--- config.mk ---
export PLATFORM = sky130hd
export DESIGN_NAME = two_sensor_line_follower_flat
export DESIGN_NICKNAME = d
export VERILOG_FILES = /design/src/rtl/tslf_pkg.sv /design/src/rtl/tslf_item_if.sv /design/src/rtl/tslf_result_if.sv /design/src/rtl/tslf_cfg_regs.sv /design/src/rtl/tslf_distance.sv /design/src/rtl/tslf_core.sv /design/src/rtl/two_sensor_line_follower.sv /design/src/flat_wrapper.sv
export SDC_FILE = /design/constraint.sdc
export NUM_CORES = 1
export LEC_CHECK = 0
export BUFFER_PORTS_ARGS = -buffer_cell sky130_fd_sc_hd__buf_2
export CAP_MARGIN = 0
export CELL_PAD_IN_SITES_DETAIL_PLACEMENT = 1
export CELL_PAD_IN_SITES_GLOBAL_PLACEMENT = 1
export CORE_AREA = 2 2 285 287
export CTS_CLUSTER_DIAMETER = 50
export DETAILED_ROUTE_END_ITERATION = 16
export DIE_AREA = 0 0 287 289
export PLACE_DENSITY_LB_ADDON = 0.15
export SLEW_MARGIN = 30
export SYNTH_ARGS = -nofsm -noshare
export SYNTH_HDL_FRONTEND = slang
export SYNTH_SLANG_ARGS = --single-unit
--- constraint.sdc ---
create_clock -name clk -period 38.9 [get_ports clk]
set_clock_uncertainty 0.1 [all_clocks]
set_input_delay 3.89 -clock clk [delete_from_list [all_inputs] [get_ports clk]]
set_output_delay 3.89 -clock clk [all_outputs]
set_load 0.02 [all_outputs]
--- src/rtl/tslf_pkg.sv ---
`default_nettype none
package tslf_pkg;

  localparam int CFG_INDEX_BITS = 3;
  localparam int CFG_DATA_BITS = 16;
  localparam int DRIVE_BITS = 9;
  localparam int DIST_BITS = 17;

  localparam logic [CFG_INDEX_BITS-1:0] CFG_CRUISE_LEFT = 3'd0;
  localparam logic [CFG_INDEX_BITS-1:0] CFG_CRUISE_RIGHT = 3'd1;
  localparam logic [CFG_INDEX_BITS-1:0] CFG_MARKER_DISTANCE = 3'd2;
  localparam logic [CFG_INDEX_BITS-1:0] CFG_MARKER_HOLD = 3'd3;
  localparam logic [CFG_INDEX_BITS-1:0] CFG_STOP_CONFIRM = 3'd4;

  localparam logic [7:0] CRUISE_LEFT_RESET = 8'd255;
  localparam logic [7:0] CRUISE_RIGHT_RESET = 8'd255;
  localparam logic [15:0] MARKER_DISTANCE_RESET = 16'd110;
  localparam logic [15:0] MARKER_HOLD_RESET = 16'd2000;
  localparam logic [15:0] STOP_CONFIRM_RESET = 16'd40;

  localparam logic [1:0] MODE_START = 2'd0;
  localparam logic [1:0] MODE_TICK = 2'd1;
  localparam logic [1:0] MODE_ENC_RIGHT = 2'd2;
  localparam logic [1:0] MODE_ENC_LEFT = 2'd3;

  localparam logic [1:0] PAT_NONE = 2'b00;
  localparam logic [1:0] PAT_RIGHT_ONLY = 2'b01;
  localparam logic [1:0] PAT_LEFT_ONLY = 2'b10;
  localparam logic [1:0] PAT_BOTH = 2'b11;

  localparam logic signed [DRIVE_BITS-1:0] TURN_BACK = -9'sd150;
  localparam logic signed [DRIVE_BITS-1:0] TURN_SOFT = 9'sd200;
  localparam logic signed [DRIVE_BITS-1:0] TURN_FULL = 9'sd255;

  localparam logic [16:0] DIST_Q16 = 17'd66913;
  localparam logic [15:0] DIST_MAX = 16'd33456;

  typedef enum logic [1:0] {
    DIR_STRAIGHT = 2'd0,
    DIR_LEFT = 2'd1,
    DIR_RIGHT = 2'd2
  } dir_t;

  typedef struct packed {
    logic [7:0] cruise_left;
    logic [7:0] cruise_right;
    logic [15:0] marker_distance;
    logic [15:0] marker_hold;
    logic [15:0] stop_confirm;
  } cfg_t;

  typedef struct packed {
    logic [1:0] mode;
    logic sensor_left;
    logic sensor_right;
  } item_t;

  typedef struct packed {
    logic signed [DRIVE_BITS-1:0] drive_left;
    logic signed [DRIVE_BITS-1:0] drive_right;
    logic running;
    logic signed [DIST_BITS-1:0] distance_cm;
  } status_t;

endpackage
`default_nettype wire

--- src/rtl/tslf_item_if.sv ---
`default_nettype none
interface tslf_item_if;
  logic valid;
  logic ready;
  logic [1:0] mode;
  logic sensor_left;
  logic sensor_right;

  modport source(output valid, mode, sensor_left, sensor_right, input ready);
  modport sink(input valid, mode, sensor_left, sensor_right, output ready);
endinterface
`default_nettype wire

--- src/rtl/tslf_result_if.sv ---
`default_nettype none
interface tslf_result_if;
  logic valid;
  logic ready;
  logic signed [8:0] drive_left;
  logic signed [8:0] drive_right;
  logic running;
  logic signed [16:0] distance_cm;

  modport source(output valid, drive_left, drive_right, running, distance_cm, input ready);
  modport sink(input valid, drive_left, drive_right, running, distance_cm, output ready);
endinterface
`default_nettype wire

--- src/rtl/tslf_cfg_regs.sv ---
`default_nettype none
module tslf_cfg_regs (
  input  wire logic clk,
  input  wire logic rst,
  input  wire logic cfg_we,
  input  wire logic [tslf_pkg::CFG_INDEX_BITS-1:0] cfg_index,
  input  wire logic [tslf_pkg::CFG_DATA_BITS-1:0] cfg_data,
  output tslf_pkg::cfg_t cfg
);
  import tslf_pkg::*;

  always_ff @(posedge clk) begin
    if (rst) begin
      cfg.cruise_left <= CRUISE_LEFT_RESET;
      cfg.cruise_right <= CRUISE_RIGHT_RESET;
      cfg.marker_distance <= MARKER_DISTANCE_RESET;
      cfg.marker_hold <= MARKER_HOLD_RESET;
      cfg.stop_confirm <= STOP_CONFIRM_RESET;
    end else if (cfg_we) begin
      case (cfg_index)
        CFG_CRUISE_LEFT: cfg.cruise_left <= cfg_data[7:0];
        CFG_CRUISE_RIGHT: cfg.cruise_right <= cfg_data[7:0];
        CFG_MARKER_DISTANCE: cfg.marker_distance <= cfg_data;
        CFG_MARKER_HOLD: cfg.marker_hold <= cfg_data;
        CFG_STOP_CONFIRM: cfg.stop_confirm <= cfg_data;
        default: ;
      endcase
    end
  end
endmodule
`default_nettype wire

--- src/rtl/tslf_distance.sv ---
`default_nettype none
module tslf_distance #(
  parameter int COUNT_BITS = 16
) (
  input  wire logic signed [COUNT_BITS-1:0] count_left,
  input  wire logic signed [COUNT_BITS-1:0] count_right,
  output logic signed [tslf_pkg::DIST_BITS-1:0] distance_cm
);
  import tslf_pkg::*;

  localparam int PW = COUNT_BITS + 17;
  localparam int QW = PW - 16;
  localparam int CW = (QW > 16) ? QW : 16;

  logic signed [COUNT_BITS:0] sum;
  logic signed [COUNT_BITS:0] sum_adj;
  logic signed [COUNT_BITS-1:0] avg;
  logic [COUNT_BITS-1:0] mag;
  logic [PW-1:0] prod;
  logic [QW-1:0] q;
  logic [15:0] q_sat;
  logic signed [DIST_BITS-1:0] dist_pos;

  always_comb begin
    sum = {count_left[COUNT_BITS-1], count_left} + {count_right[COUNT_BITS-1], count_right};
    // round the halving toward zero
    sum_adj = sum + {{COUNT_BITS{1'b0}}, sum[COUNT_BITS]};
    avg = sum_adj[COUNT_BITS:1];
    mag = avg[COUNT_BITS-1] ? (~avg + 1'b1) : avg;
    prod = PW'(mag) * PW'(DIST_Q16);
    q = prod[PW-1:16];
    q_sat = (CW'(q) > CW'(DIST_MAX)) ? DIST_MAX : 16'(q);
    dist_pos = $signed({1'b0, q_sat});
    distance_cm = avg[COUNT_BITS-1] ? -dist_pos : dist_pos;
  end
endmodule
`default_nettype wire

--- src/rtl/tslf_core.sv ---
`default_nettype none
module tslf_core #(
  parameter int COUNT_BITS = 16
) (
  input  wire logic clk,
  input  wire logic rst,
  input  wire logic step,
  input  tslf_pkg::item_t item,
  input  tslf_pkg::cfg_t cfg,
  output tslf_pkg::status_t status
);
  import tslf_pkg::*;

  localparam logic signed [COUNT_BITS-1:0] COUNT_MAX = {1'b0, {(COUNT_BITS-1){1'b1}}};
  localparam logic signed [COUNT_BITS-1:0] COUNT_MIN = {1'b1, {(COUNT_BITS-1){1'b0}}};

  logic run_active, run_active_next;
  dir_t last_direction, last_direction_next;
  logic signed [DRIVE_BITS-1:0] command_left, command_left_next;
  logic signed [DRIVE_BITS-1:0] command_right, command_right_next;
  logic signed [DRIVE_BITS-1:0] applied_left, applied_left_next;
  logic signed [DRIVE_BITS-1:0] applied_right, applied_right_next;
  logic signed [COUNT_BITS-1:0] count_left, count_left_next;
  logic signed [COUNT_BITS-1:0] count_right, count_right_next;
  logic signed [DIST_BITS-1:0] distance_reg, distance_reg_next;
  logic [31:0] time_now, time_now_next;
  logic [31:0] marker_time, marker_time_next;
  logic [31:0] stop_time, stop_time_next;
  logic marker_taken, marker_taken_next;
  logic marker_done, marker_done_next;
  logic distance_frozen, distance_frozen_next;
  logic stop_pending, stop_pending_next;

  logic signed [DIST_BITS-1:0] dist_calc;
  logic signed [DIST_BITS-1:0] dist_now;
  logic [31:0] t_inc;
  logic [31:0] mt_now;
  logic [1:0] pattern;
  logic left_fwd;
  logic right_fwd;

  tslf_distance #(
    .COUNT_BITS(COUNT_BITS)
  ) u_distance (
    .count_left(count_left),
    .count_right(count_right),
    .distance_cm(dist_calc)
  );

  always_comb begin
    run_active_next = run_active;
    last_direction_next = last_direction;
    command_left_next = command_left;
    command_right_next = command_right;
    applied_left_next = applied_left;
    applied_right_next = applied_right;
    count_left_next = count_left;
    count_right_next = count_right;
    distance_reg_next = distance_reg;
    time_now_next = time_now;
    marker_time_next = marker_time;
    stop_time_next = stop_time;
    marker_taken_next = marker_taken;
    marker_done_next = marker_done;
    distance_frozen_next = distance_frozen;
    stop_pending_next = stop_pending;

    t_inc = time_now + 32'd1;
    dist_now = distance_frozen ? distance_reg : dist_calc;
    mt_now = (!marker_done && !marker_taken) ? t_inc : marker_time;
    pattern = {item.sensor_left, item.sensor_right};
    left_fwd = !command_left[DRIVE_BITS-1] && (command_left != '0);
    right_fwd = !command_right[DRIVE_BITS-1] && (command_right != '0);

    case (item.mode)
      MODE_START: begin
        count_left_next = '0;
        count_right_next = '0;
        distance_reg_next = '0;
        time_now_next = '0;
        marker_time_next = '0;
        stop_time_next = '0;
        marker_taken_next = 1'b0;
        marker_done_next = 1'b0;
        distance_frozen_next = 1'b0;
        stop_pending_next = 1'b0;
        last_direction_next = DIR_STRAIGHT;
        run_active_next = 1'b1;
      end
      MODE_TICK: begin
        if (run_active) begin
          time_now_next = t_inc;
          distance_reg_next = dist_now;
          marker_time_next = mt_now;
          if (!marker_done && !marker_taken &&
              ($signed({dist_now[DIST_BITS-1], dist_now}) >=
               $signed({2'b00, cfg.marker_distance}))) begin
            marker_taken_next = 1'b1;
          end else if (marker_taken && ((t_inc - mt_now) < {16'd0, cfg.marker_hold})) begin
            distance_reg_next = $signed({1'b0, cfg.marker_distance});
            applied_left_next = '0;
            applied_right_next = '0;
            marker_done_next = 1'b1;
            distance_frozen_next = 1'b1;
          end else begin
            distance_frozen_next = 1'b0;
            case (pattern)
              PAT_BOTH: begin
                case (last_direction)
                  DIR_LEFT: begin
                    command_left_next = TURN_BACK;
                    command_right_next = TURN_FULL;
                  end
                  DIR_RIGHT: begin
                    command_left_next = TURN_FULL;
                    command_right_next = TURN_BACK;
                  end
                  default: begin
                    command_left_next = $signed({1'b0, cfg.cruise_left});
                    command_right_next = $signed({1'b0, cfg.cruise_right});
                    last_direction_next = DIR_STRAIGHT;
                  end
                endcase
                stop_pending_next = 1'b0;
              end
              PAT_LEFT_ONLY: begin
                command_left_next = TURN_FULL;
                command_right_next = TURN_SOFT;
                last_direction_next = DIR_RIGHT;
                stop_pending_next = 1'b0;
              end
              PAT_RIGHT_ONLY: begin
                command_left_next = TURN_SOFT;
                command_right_next = TURN_FULL;
                last_direction_next = DIR_LEFT;
                stop_pending_next = 1'b0;
              end
              default: begin
                if (stop_pending && ((t_inc - stop_time) > {16'd0, cfg.stop_confirm})) begin
                  command_left_next = '0;
                  command_right_next = '0;
                  run_active_next = 1'b0;
                end else if (!stop_pending) begin
                  stop_pending_next = 1'b1;
                  stop_time_next = t_inc;
                end
              end
            endcase
            applied_left_next = command_left_next;
            applied_right_next = command_right_next;
          end
        end
      end
      MODE_ENC_RIGHT: begin
        if (right_fwd) begin
          if (count_right != COUNT_MAX) count_right_next = count_right + 1'b1;
        end else begin
          if (count_right != COUNT_MIN) count_right_next = count_right - 1'b1;
        end
      end
      default: begin
        if (left_fwd) begin
          if (count_left != COUNT_MAX) count_left_next = count_left + 1'b1;
        end else begin
          if (count_left != COUNT_MIN) count_left_next = count_left - 1'b1;
        end
      end
    endcase
  end

  always_ff @(posedge clk) begin
    if (rst) begin
      run_active <= 1'b0;
      last_direction <= DIR_STRAIGHT;
      command_left <= '0;
      command_right <= '0;
      applied_left <= '0;
      applied_right <= '0;
      count_left <= '0;
      count_right <= '0;
      distance_reg <= '0;
      time_now <= '0;
      marker_time <= '0;
      stop_time <= '0;
      marker_taken <= 1'b0;
      marker_done <= 1'b0;
      distance_frozen <= 1'b0;
      stop_pending <= 1'b0;
    end else if (step) begin
      run_active <= run_active_next;
      last_direction <= last_direction_next;
      command_left <= command_left_next;
      command_right <= command_right_next;
      applied_left <= applied_left_next;
      applied_right <= applied_right_next;
      count_left <= count_left_next;
      count_right <= count_right_next;
      distance_reg <= distance_reg_next;
      time_now <= time_now_next;
      marker_time <= marker_time_next;
      stop_time <= stop_time_next;
      marker_taken <= marker_taken_next;
      marker_done <= marker_done_next;
      distance_frozen <= distance_frozen_next;
      stop_pending <= stop_pending_next;
    end
  end

  assign status.drive_left = applied_left;
  assign status.drive_right = applied_right;
  assign status.running = run_active;
  assign status.distance_cm = distance_reg;
endmodule
`default_nettype wire

--- src/rtl/two_sensor_line_follower.sv ---
// Two-sensor line-follower drive controller.
// item: one beat per event (start, 1 ms tick with both IR levels, right or
// left encoder edge). result: one beat per item, carrying the drive last
// applied to each wheel, the run flag and the distance estimate.
// cfg_we/cfg_index/cfg_data write the five settings; write only while idle.
// A beat taken lands in the input register; its result is then written into
// the state registers. Throughput: one item per cycle while the receiver
// takes each result, set by the single pass through the controller logic
// (one 17-bit constant multiply for the distance) between the input register
// and the state registers, which also hold the result.
// While a result waits, one further item is taken into the input register;
// ready then falls until the receiver takes the result.
// Reset: settings return to their defaults, all run state, counts and
// distance clear to zero, and both registers empty.
`default_nettype none
module two_sensor_line_follower #(
  parameter int COUNT_BITS = 16
) (
  input  wire logic clk,
  input  wire logic rst,
  tslf_item_if.sink item,
  tslf_result_if.source result,
  input  wire logic cfg_we,
  input  wire logic [tslf_pkg::CFG_INDEX_BITS-1:0] cfg_index,
  input  wire logic [tslf_pkg::CFG_DATA_BITS-1:0] cfg_data
);
  import tslf_pkg::*;

  cfg_t cfg;
  item_t in_item;
  status_t status;
  logic in_valid;
  logic res_valid;
  logic advance;

  tslf_cfg_regs u_cfg_regs (
    .clk(clk),
    .rst(rst),
    .cfg_we(cfg_we),
    .cfg_index(cfg_index),
    .cfg_data(cfg_data),
    .cfg(cfg)
  );

  assign advance = in_valid && (!res_valid || result.ready);
  assign item.ready = !in_valid || advance;

  always_ff @(posedge clk) begin
    if (rst) begin
      in_valid <= 1'b0;
      res_valid <= 1'b0;
    end else begin
      if (item.ready) in_valid <= item.valid;
      if (advance) res_valid <= 1'b1;
      else if (result.ready) res_valid <= 1'b0;
    end
  end

  always_ff @(posedge clk) begin
    if (item.valid && item.ready) begin
      in_item.mode <= item.mode;
      in_item.sensor_left <= item.sensor_left;
      in_item.sensor_right <= item.sensor_right;
    end
  end

  tslf_core #(
    .COUNT_BITS(COUNT_BITS)
  ) u_core (
    .clk(clk),
    .rst(rst),
    .step(advance),
    .item(in_item),
    .cfg(cfg),
    .status(status)
  );

  assign result.valid = res_valid;
  assign result.drive_left = status.drive_left;
  assign result.drive_right = status.drive_right;
  assign result.running = status.running;
  assign result.distance_cm = status.distance_cm;
endmodule
`default_nettype wire
--- src/flat_wrapper.sv ---
// flat-port wrapper written by rule: the top's interface ports become plain ports
module two_sensor_line_follower_flat import tslf_pkg::*;
#(
  parameter int COUNT_BITS = 16
)
  (clk, rst, cfg_we, cfg_index, cfg_data, item_valid, item_mode, item_sensor_left, item_sensor_right, item_ready, result_valid, result_drive_left, result_drive_right, result_running, result_distance_cm, result_ready);
  tslf_item_if item_i ();
  tslf_result_if result_i ();
  input  wire logic clk;
  input  wire logic rst;
  input  wire logic cfg_we;
  input  wire logic [tslf_pkg::CFG_INDEX_BITS-1:0] cfg_index;
  input  wire logic [tslf_pkg::CFG_DATA_BITS-1:0] cfg_data;
  input wire logic [$bits(item_i.valid)-1:0] item_valid;
  input wire logic [$bits(item_i.mode)-1:0] item_mode;
  input wire logic [$bits(item_i.sensor_left)-1:0] item_sensor_left;
  input wire logic [$bits(item_i.sensor_right)-1:0] item_sensor_right;
  output wire logic [$bits(item_i.ready)-1:0] item_ready;
  output wire logic [$bits(result_i.valid)-1:0] result_valid;
  output wire logic [$bits(result_i.drive_left)-1:0] result_drive_left;
  output wire logic [$bits(result_i.drive_right)-1:0] result_drive_right;
  output wire logic [$bits(result_i.running)-1:0] result_running;
  output wire logic [$bits(result_i.distance_cm)-1:0] result_distance_cm;
  input wire logic [$bits(result_i.ready)-1:0] result_ready;
  assign item_i.valid = item_valid;
  assign item_i.mode = item_mode;
  assign item_i.sensor_left = item_sensor_left;
  assign item_i.sensor_right = item_sensor_right;
  assign item_ready = item_i.ready;
  assign result_valid = result_i.valid;
  assign result_drive_left = result_i.drive_left;
  assign result_drive_right = result_i.drive_right;
  assign result_running = result_i.running;
  assign result_distance_cm = result_i.distance_cm;
  assign result_i.ready = result_ready;
  two_sensor_line_follower #(.COUNT_BITS(COUNT_BITS)) u_core (.clk(clk), .rst(rst), .item(item_i), .result(result_i), .cfg_we(cfg_we), .cfg_index(cfg_index), .cfg_data(cfg_data));
endmodule
======== Word-level counts from Yosys, hierarchy flattened ========
Cells that the tools add are included.
word-level totals
  input port bits ......................... 28
  logic and storage cells ................. 186
  flip-flop bits (word level) ............. 258
  output and inout bits ................... 38
operators by class
  equality and inequality tests ........... 29
  muxes and demuxes ....................... 67
  $lt $le $gt $ge ......................... 4
  add/subtract/negate cells ............... 11
  reductions and logical operators ........ 44
  bitwise operators ....................... 4
  multipliers ............................. 1
operator list
  operator                                                         count
  2-to-1 mux 32 bit                                                9
  case mux 32 bit (2 select lines)                                 3
  2-to-1 mux 16 bit                                                8
  2-to-1 mux 17 bit                                                5
  inequality test 16 bit, second input constant                    4
  case mux 16 bit (2 select lines)                                 2
  subtractor 32 bit                                                2
  case mux 9 bit (3 select lines)                                  2
  adder 16 x 1 -> 16 bit, second input constant                    3
  2-to-1 mux 9 bit                                                 4
  case mux 9 bit (2 select lines)                                  2
  case mux 17 bit (2 select lines)                                 1
  multiplier 16 x 17 -> 33 bit, second input constant              1
  adder 32 x 1 -> 32 bit, second input constant                    1
  greater-than comparator 32 x 16 -> 1 bit                         1
  < comparator 32 x 16 -> 1 bit                                    1
  subtractor 16 x 1 -> 16 bit, second input constant               2
  2-to-1 mux 1 bit                                                 20
  AND reduction 4 bit                                              5
  nonzero test 9 bit                                               2
  adder 16 x 16 -> 17 bit                                          1
  adder 17 x 1 -> 17 bit                                           1
  >= comparator 17 bit                                             1
  greater-than comparator 17 x 16 -> 1 bit, second input constant  1
  other kinds (31)                                                 78

======== Depth between registers and ports, before layout ========
  depth in word-level cells ............... 16
  mapped depth ............................ 66
  gate-level depth less buffers ........... 61

======== Modules after synthesis ========
From an unflattened synthesis, not the netlist that was laid out.
unflattened totals
  cells, all modules ...................... 3147
  area, all modules ....................... 25052.8 um^2
by module, submodules not included
  module                    area an instance (um^2)  instances  cells each  sequential area each (um^2)
  tslf_core                 16336.9                  1          2128        3763.6
  tslf_distance             5941.9                   1          762         0.0
  tslf_cfg_regs             2549.9                   1          243         1281.2
  two_sensor_line_follower  224.0                    1          14          160.2

======== Worst setup path before layout ========
No wires, ideal clock.
  path type ............................... register -> register
  from .................................... register u_core.u_core.count_left[0]
  to ...................................... register u_core.u_core.command_right[1]
  buffers on the path ..................... 5
  path slack .............................. 25396 ps
  cell stages (with the launch flop) ...... 66
  setup time .............................. 88 ps
  arrival ................................. 13316 ps
  path through ............................ dfxtp_1 ha_1 inv_1 fa_1 nand2b_1 a21oi_2 o211ai_1 and3_1 ha_1 o2111a_1 and2_1 buf_2 o2111ai_2 or4_4 and2_1 clkbuf_1 clkbuf_1 a21oi_1 (+30 left out) ha_1 nor2b_1 o21a_1 o21a_1 o21a_1 o21a_1 o21a_1 o21a_1 o21a_1 o21ai_0 a211o_1 a21oi_1 o21a_1 a41o_4 or3_4 or2_4 buf_6 o32ai_2
on the way
  cells in the longest elaborated chain, start to end .. 15
ends and longest elaborated chain
  what                                      RTL line             text
  start: declaration                        tslf_core.sv:23      logic signed [COUNT_BITS-1:0] count_left, count_left_next;
  start signal: assignment                  tslf_core.sv:196     count_left <= count_left_next;
  adder 16 x 16 -> 17 bit *                 tslf_distance.sv:25  sum = {count_left[COUNT_BITS-1], count_left} + {count_right[COUNT_BITS-1], count_right};
  adder 17 x 1 -> 17 bit *                  tslf_distance.sv:27  sum_adj = sum + {{COUNT_BITS{1'b0}}, sum[COUNT_BITS]};
  NOT 16 bit                                tslf_distance.sv:29  mag = avg[COUNT_BITS-1] ? (~avg + 1'b1) : avg;
  adder 16 x 1 -> 16 bit                    tslf_distance.sv:29
  2-to-1 mux 16 bit                         tslf_distance.sv:29
  multiplier 16 x 17 -> 33 bit              tslf_distance.sv:30  prod = PW'(mag) * PW'(DIST_Q16);
  greater-than comparator 17 x 16 -> 1 bit  tslf_distance.sv:32  q_sat = (CW'(q) > CW'(DIST_MAX)) ? DIST_MAX : 16'(q);
  2-to-1 mux 16 bit                         tslf_distance.sv:32
  negator 16 -> 17 bit                      tslf_distance.sv:34  distance_cm = avg[COUNT_BITS-1] ? -dist_pos : dist_pos;
  2-to-1 mux 17 bit *                       tslf_distance.sv:34
  2-to-1 mux 17 bit *                       tslf_core.sv:69      dist_now = distance_frozen ? distance_reg : dist_calc;
  >= comparator 17 bit *                    tslf_core.sv:96      ($signed({dist_now[DIST_BITS-1], dist_now}) >=
  logical AND 1 bit *                       tslf_core.sv:95      if (!marker_done && !marker_taken &&
  NOT 1 bit (no source line) *              --
  AND reduction 5 bit (no source line) *    --
  end signal: assignment                    tslf_core.sv:193     command_right <= command_right_next;
  end: declaration                          tslf_core.sv:20      logic signed [DRIVE_BITS-1:0] command_right, command_right_next;
Mark *: on every way between the ends. The rest lies on a longest branch, timed or not.
A chain may end at the register's enable or synchronous reset.

======== Final worst setup path ========
  from .................................... register u_core.u_core.count_right[13]
  to ...................................... register u_core.u_core.stop_time[8]
on the way
  cells in the longest elaborated chain, start to end .. 15
ends and longest elaborated chain
  what                                      RTL line             text
  start: declaration                        tslf_core.sv:24      logic signed [COUNT_BITS-1:0] count_right, count_right_next;
  start signal: assignment                  tslf_core.sv:197     count_right <= count_right_next;
  adder 16 x 16 -> 17 bit *                 tslf_distance.sv:25
  adder 17 x 1 -> 17 bit *                  tslf_distance.sv:27
  NOT 16 bit                                tslf_distance.sv:29
  adder 16 x 1 -> 16 bit                    tslf_distance.sv:29
  2-to-1 mux 16 bit                         tslf_distance.sv:29
  multiplier 16 x 17 -> 33 bit              tslf_distance.sv:30
  greater-than comparator 17 x 16 -> 1 bit  tslf_distance.sv:32
  2-to-1 mux 16 bit                         tslf_distance.sv:32
  negator 16 -> 17 bit                      tslf_distance.sv:34
  2-to-1 mux 17 bit *                       tslf_distance.sv:34
  2-to-1 mux 17 bit *                       tslf_core.sv:69
  >= comparator 17 bit *                    tslf_core.sv:96
  logical AND 1 bit *                       tslf_core.sv:95
  inequality test 2 bit (no source line) *  --
  AND reduction 8 bit (no source line) *    --
  end signal: assignment                    tslf_core.sv:201     stop_time <= stop_time_next;
  end: declaration                          tslf_core.sv:28      logic [31:0] stop_time, stop_time_next;
Marked as above.

==> out/results.ini <==
[run_status]
status = completed

[global_routing]
antenna_found_initial = 0
overflow = 0
track_usage = 0.201
grt_pass1_wl_mm = 133
grt_pass1_vias = 23100
grt_max_degree = 78

[clock_network]
insertion_delay_ns = 0.59
cts.sink_count = 258
clk_pin_slew_worst_paths_ns = 0.05
cts-buffers-inserted = 47
hold_buffers = 0
post_cts_buffers = 0
root_buffer = clkbuf_16
cts_resized = 0
htree_levels = 2
cts_tree = built
cts_buffer_depth = 3

[logic_synthesis]
avgSynthCellArea_um2 = 8.02
ys_warn_count = 0
synth_xor_area_frac = 0.0532
syn_inst = 2955
yosysMostFrequentCell = nand2_1
synth_edf_count = 4
synth_top_family_by_area = compound AO/OA/AOI/OAI gates
synth_top_area_share = 0.214
synth_largest_area_cell = dfxtp_1
synthAdderAreaFrac = 0.181
yosysUniqueCellTypes = 125
synthMuxAreaShare = 0.0377
synth_compound_area_frac = 0.232
async_flop_share = 0
synth_nets = 3298
synthTopCellsByCount = 348 x nand2_1, 273 x nor2_1, 271 x ha_1
synth_seq_cells = 258
synth_ff_type = dfxtp_1
netlist_area_mm2 = 0.0237
ys_seq_area_frac = 0.220
ys_top_cells_by_area = dfxtp_1 21%, ha_1 14%, nand2_1 5.5%
synth-simple-area-share = 0.218

[floorplan]
die_area_mm2 = 0.0829
coreArea_mm2 = 0.0799
io_pins = 66
fp-row-count = 104
dieHeight_um = 289
initial_core_util = 0.297
die_w_um = 287

[sta]
hold_viol = 0
worst_pin_slew_ns = 0.978
fin_tns_setup_ns = 0
slew_violations = 0
period_needed_ns = 15.80
rsz0062_at_grt = no
post-route-period-util = 0.406
whs_ns = 0.357
relSlewSlack = 0.341
finalSetupViolations = 0
fmax_mhz = 63.3

[drt]
antenna_left = 0
via_per_inst = 5.32
routed_wl_mm = 83.8
drc_errors = 0
vias = 21700
drt_iter0_drc = 847
wl_per_cell_um = 20.6
drt_pre_antenna_iters = 4

[setup_path]
cp.arrival_ns = 16.18
cp_slowest_cell = nand4_4
endpoint_kind = register
slowest_delay_ns = 0.67
worstPathRequired_ns = 39.28
start_kind = register
critPathMostFrequentCell = ha_1
cp_max_fo = 32
path_class = register to register

[finish]
ff_latch_area_mm2 = 0.00520
syn_to_final_growth_pct = 12.3
multi_input_area_mm2 = 0.0171
antenna_cells = 0
regMostFlops = u_core.u_cfg_regs.cfg
drive_gt1_frac = 0.0965
fin_nets = 3325
largest_reg_flops = 64
fillCellCount = 9603

[run]
drv_cap = 0

[pwr]
vdd_drop_max_v = 0.0000469
power.leakage_nw = 12.0
powerDensity_mw_per_mm2 = 60.7

[worst_hold_path]
hold_path.class = register to register

[placed_design]
dp_hpwl_mm = 65.3
io_buffers = 65
place.gp.congestion = 0.844

==> metrics by stage <==
step / power (mW) / instances / instance area [µm²] / utilization / setup slack [ns]
after floorplan: 0.948 / 2955 / 23700 / - / 25.40
after global placement: 1.18 / 3993 / 25100 / 0.314 / 23.71
after detailed placement: 1.20 / 3993 / 25100 / 0.314 / 23.19
after CTS: 1.63 / 4077 / 26600 / 0.333 / 23.12
after global routing: 1.75 / 4077 / 26600 / 0.333 / 22.19
final: 1.62 / 4077 / 26600 / 0.333 / 23.10
==> final cells by class <==
class | instances | share of cell area
multi-input cells | 2353 | 0.643
flip-flops and latches | 258 | 0.195
well taps | 1060 | 0.0498
clock buffers | 55 | 0.0468
inverters | 231 | 0.0325
repair buffers | 91 | 0.0198
clock inverters | 29 | 0.0122
==> path summary, 6_finish.rpt <==
path / startpoint / to / slack [ns] / depth (start not counted)
min reg2reg: u_core.u_cfg_regs.cfg[4] / u_core.u_cfg_regs.cfg[4] / 0.36 / 2
max: u_core.u_core.count_right[13] / u_core.u_core.stop_time[8] / 23.10 / 55
max reg2reg: u_core.u_core.count_right[13] / u_core.u_core.stop_time[8] / 23.10 / 55
min: u_core.u_cfg_regs.cfg[4] / u_core.u_cfg_regs.cfg[4] / 0.36 / 2
==> cells by family (layout without fill, tap and decap cells) <==
| family | after synthesis | after routing |
|---|---|---|
| flops | 258 | 258 |
| xor+xnor | 138 | 138 |
| compound gates | 761 | 761 |
| fa+ha+maj | 316 | 316 |
| buf+inv | 344 | 406 |
| simple gates | 1050 | 1050 |
| mux | 88 | 88 |
==> worst max-delay path: cells and delay by family, from the launching register on <==
kind	cells	cell delay (ns)
xor+xnor	1	0.53
fa+ha+maj	11	3.79
compound gates	24	5.80
flops	1	0.45
simple gates	14	4.04
mux	2	0.80
buf+inv	3	0.15
==> cell usage in the layout (no fill, tap or decap), drive strengths merged, types with 10 or more instances in the layout <==
cell / instances
nor2b: 43
nand3b: 20
xnor2: 100
clkinv: 13
nor2: 279
o21ai: 127
and3: 32
nand4: 32
a22oi: 45
a21oi: 207
clkbuf: 55
fa: 44
a21o: 63
ha: 271
inv: 239
or4: 11
nor3: 46
nand2: 349
o2bb2ai: 35
nand3: 60
nand2b: 52
o211ai: 24
o21bai: 10
a211oi: 18
a21boi: 18
o31ai: 21
xor2: 38
mux2i: 80
dfxtp: 254
a31oi: 19
o22ai: 10
and4: 10
nor4: 26
or3: 17
o21a: 38
buf: 91
a211o: 22
and2: 27
or2: 10
==> layer usage <==
metal | global-route usage | up-vias | share of wire
li1 | - | 10600 | -
met2 | 0.342 | 271 | 0.46
met3 | 0.0263 | 89 | 0.030
met5 | 0 | - | 0
met4 | 0.0374 | 0 | 0.016
met1 | 0.273 | 10700 | 0.49
==> report_power, final <==
group	leakage, nW	internal (mW)	switching (mW)	total [mW]
clock	0.753	0.254	0.161	0.415
sequential	2.09	0.271	0.00704	0.278
combinational	9.18	0.359	0.565	0.924
total	12.0	0.885	0.733	1.62
No activity file was read; power rests on OpenSTA's default activity.
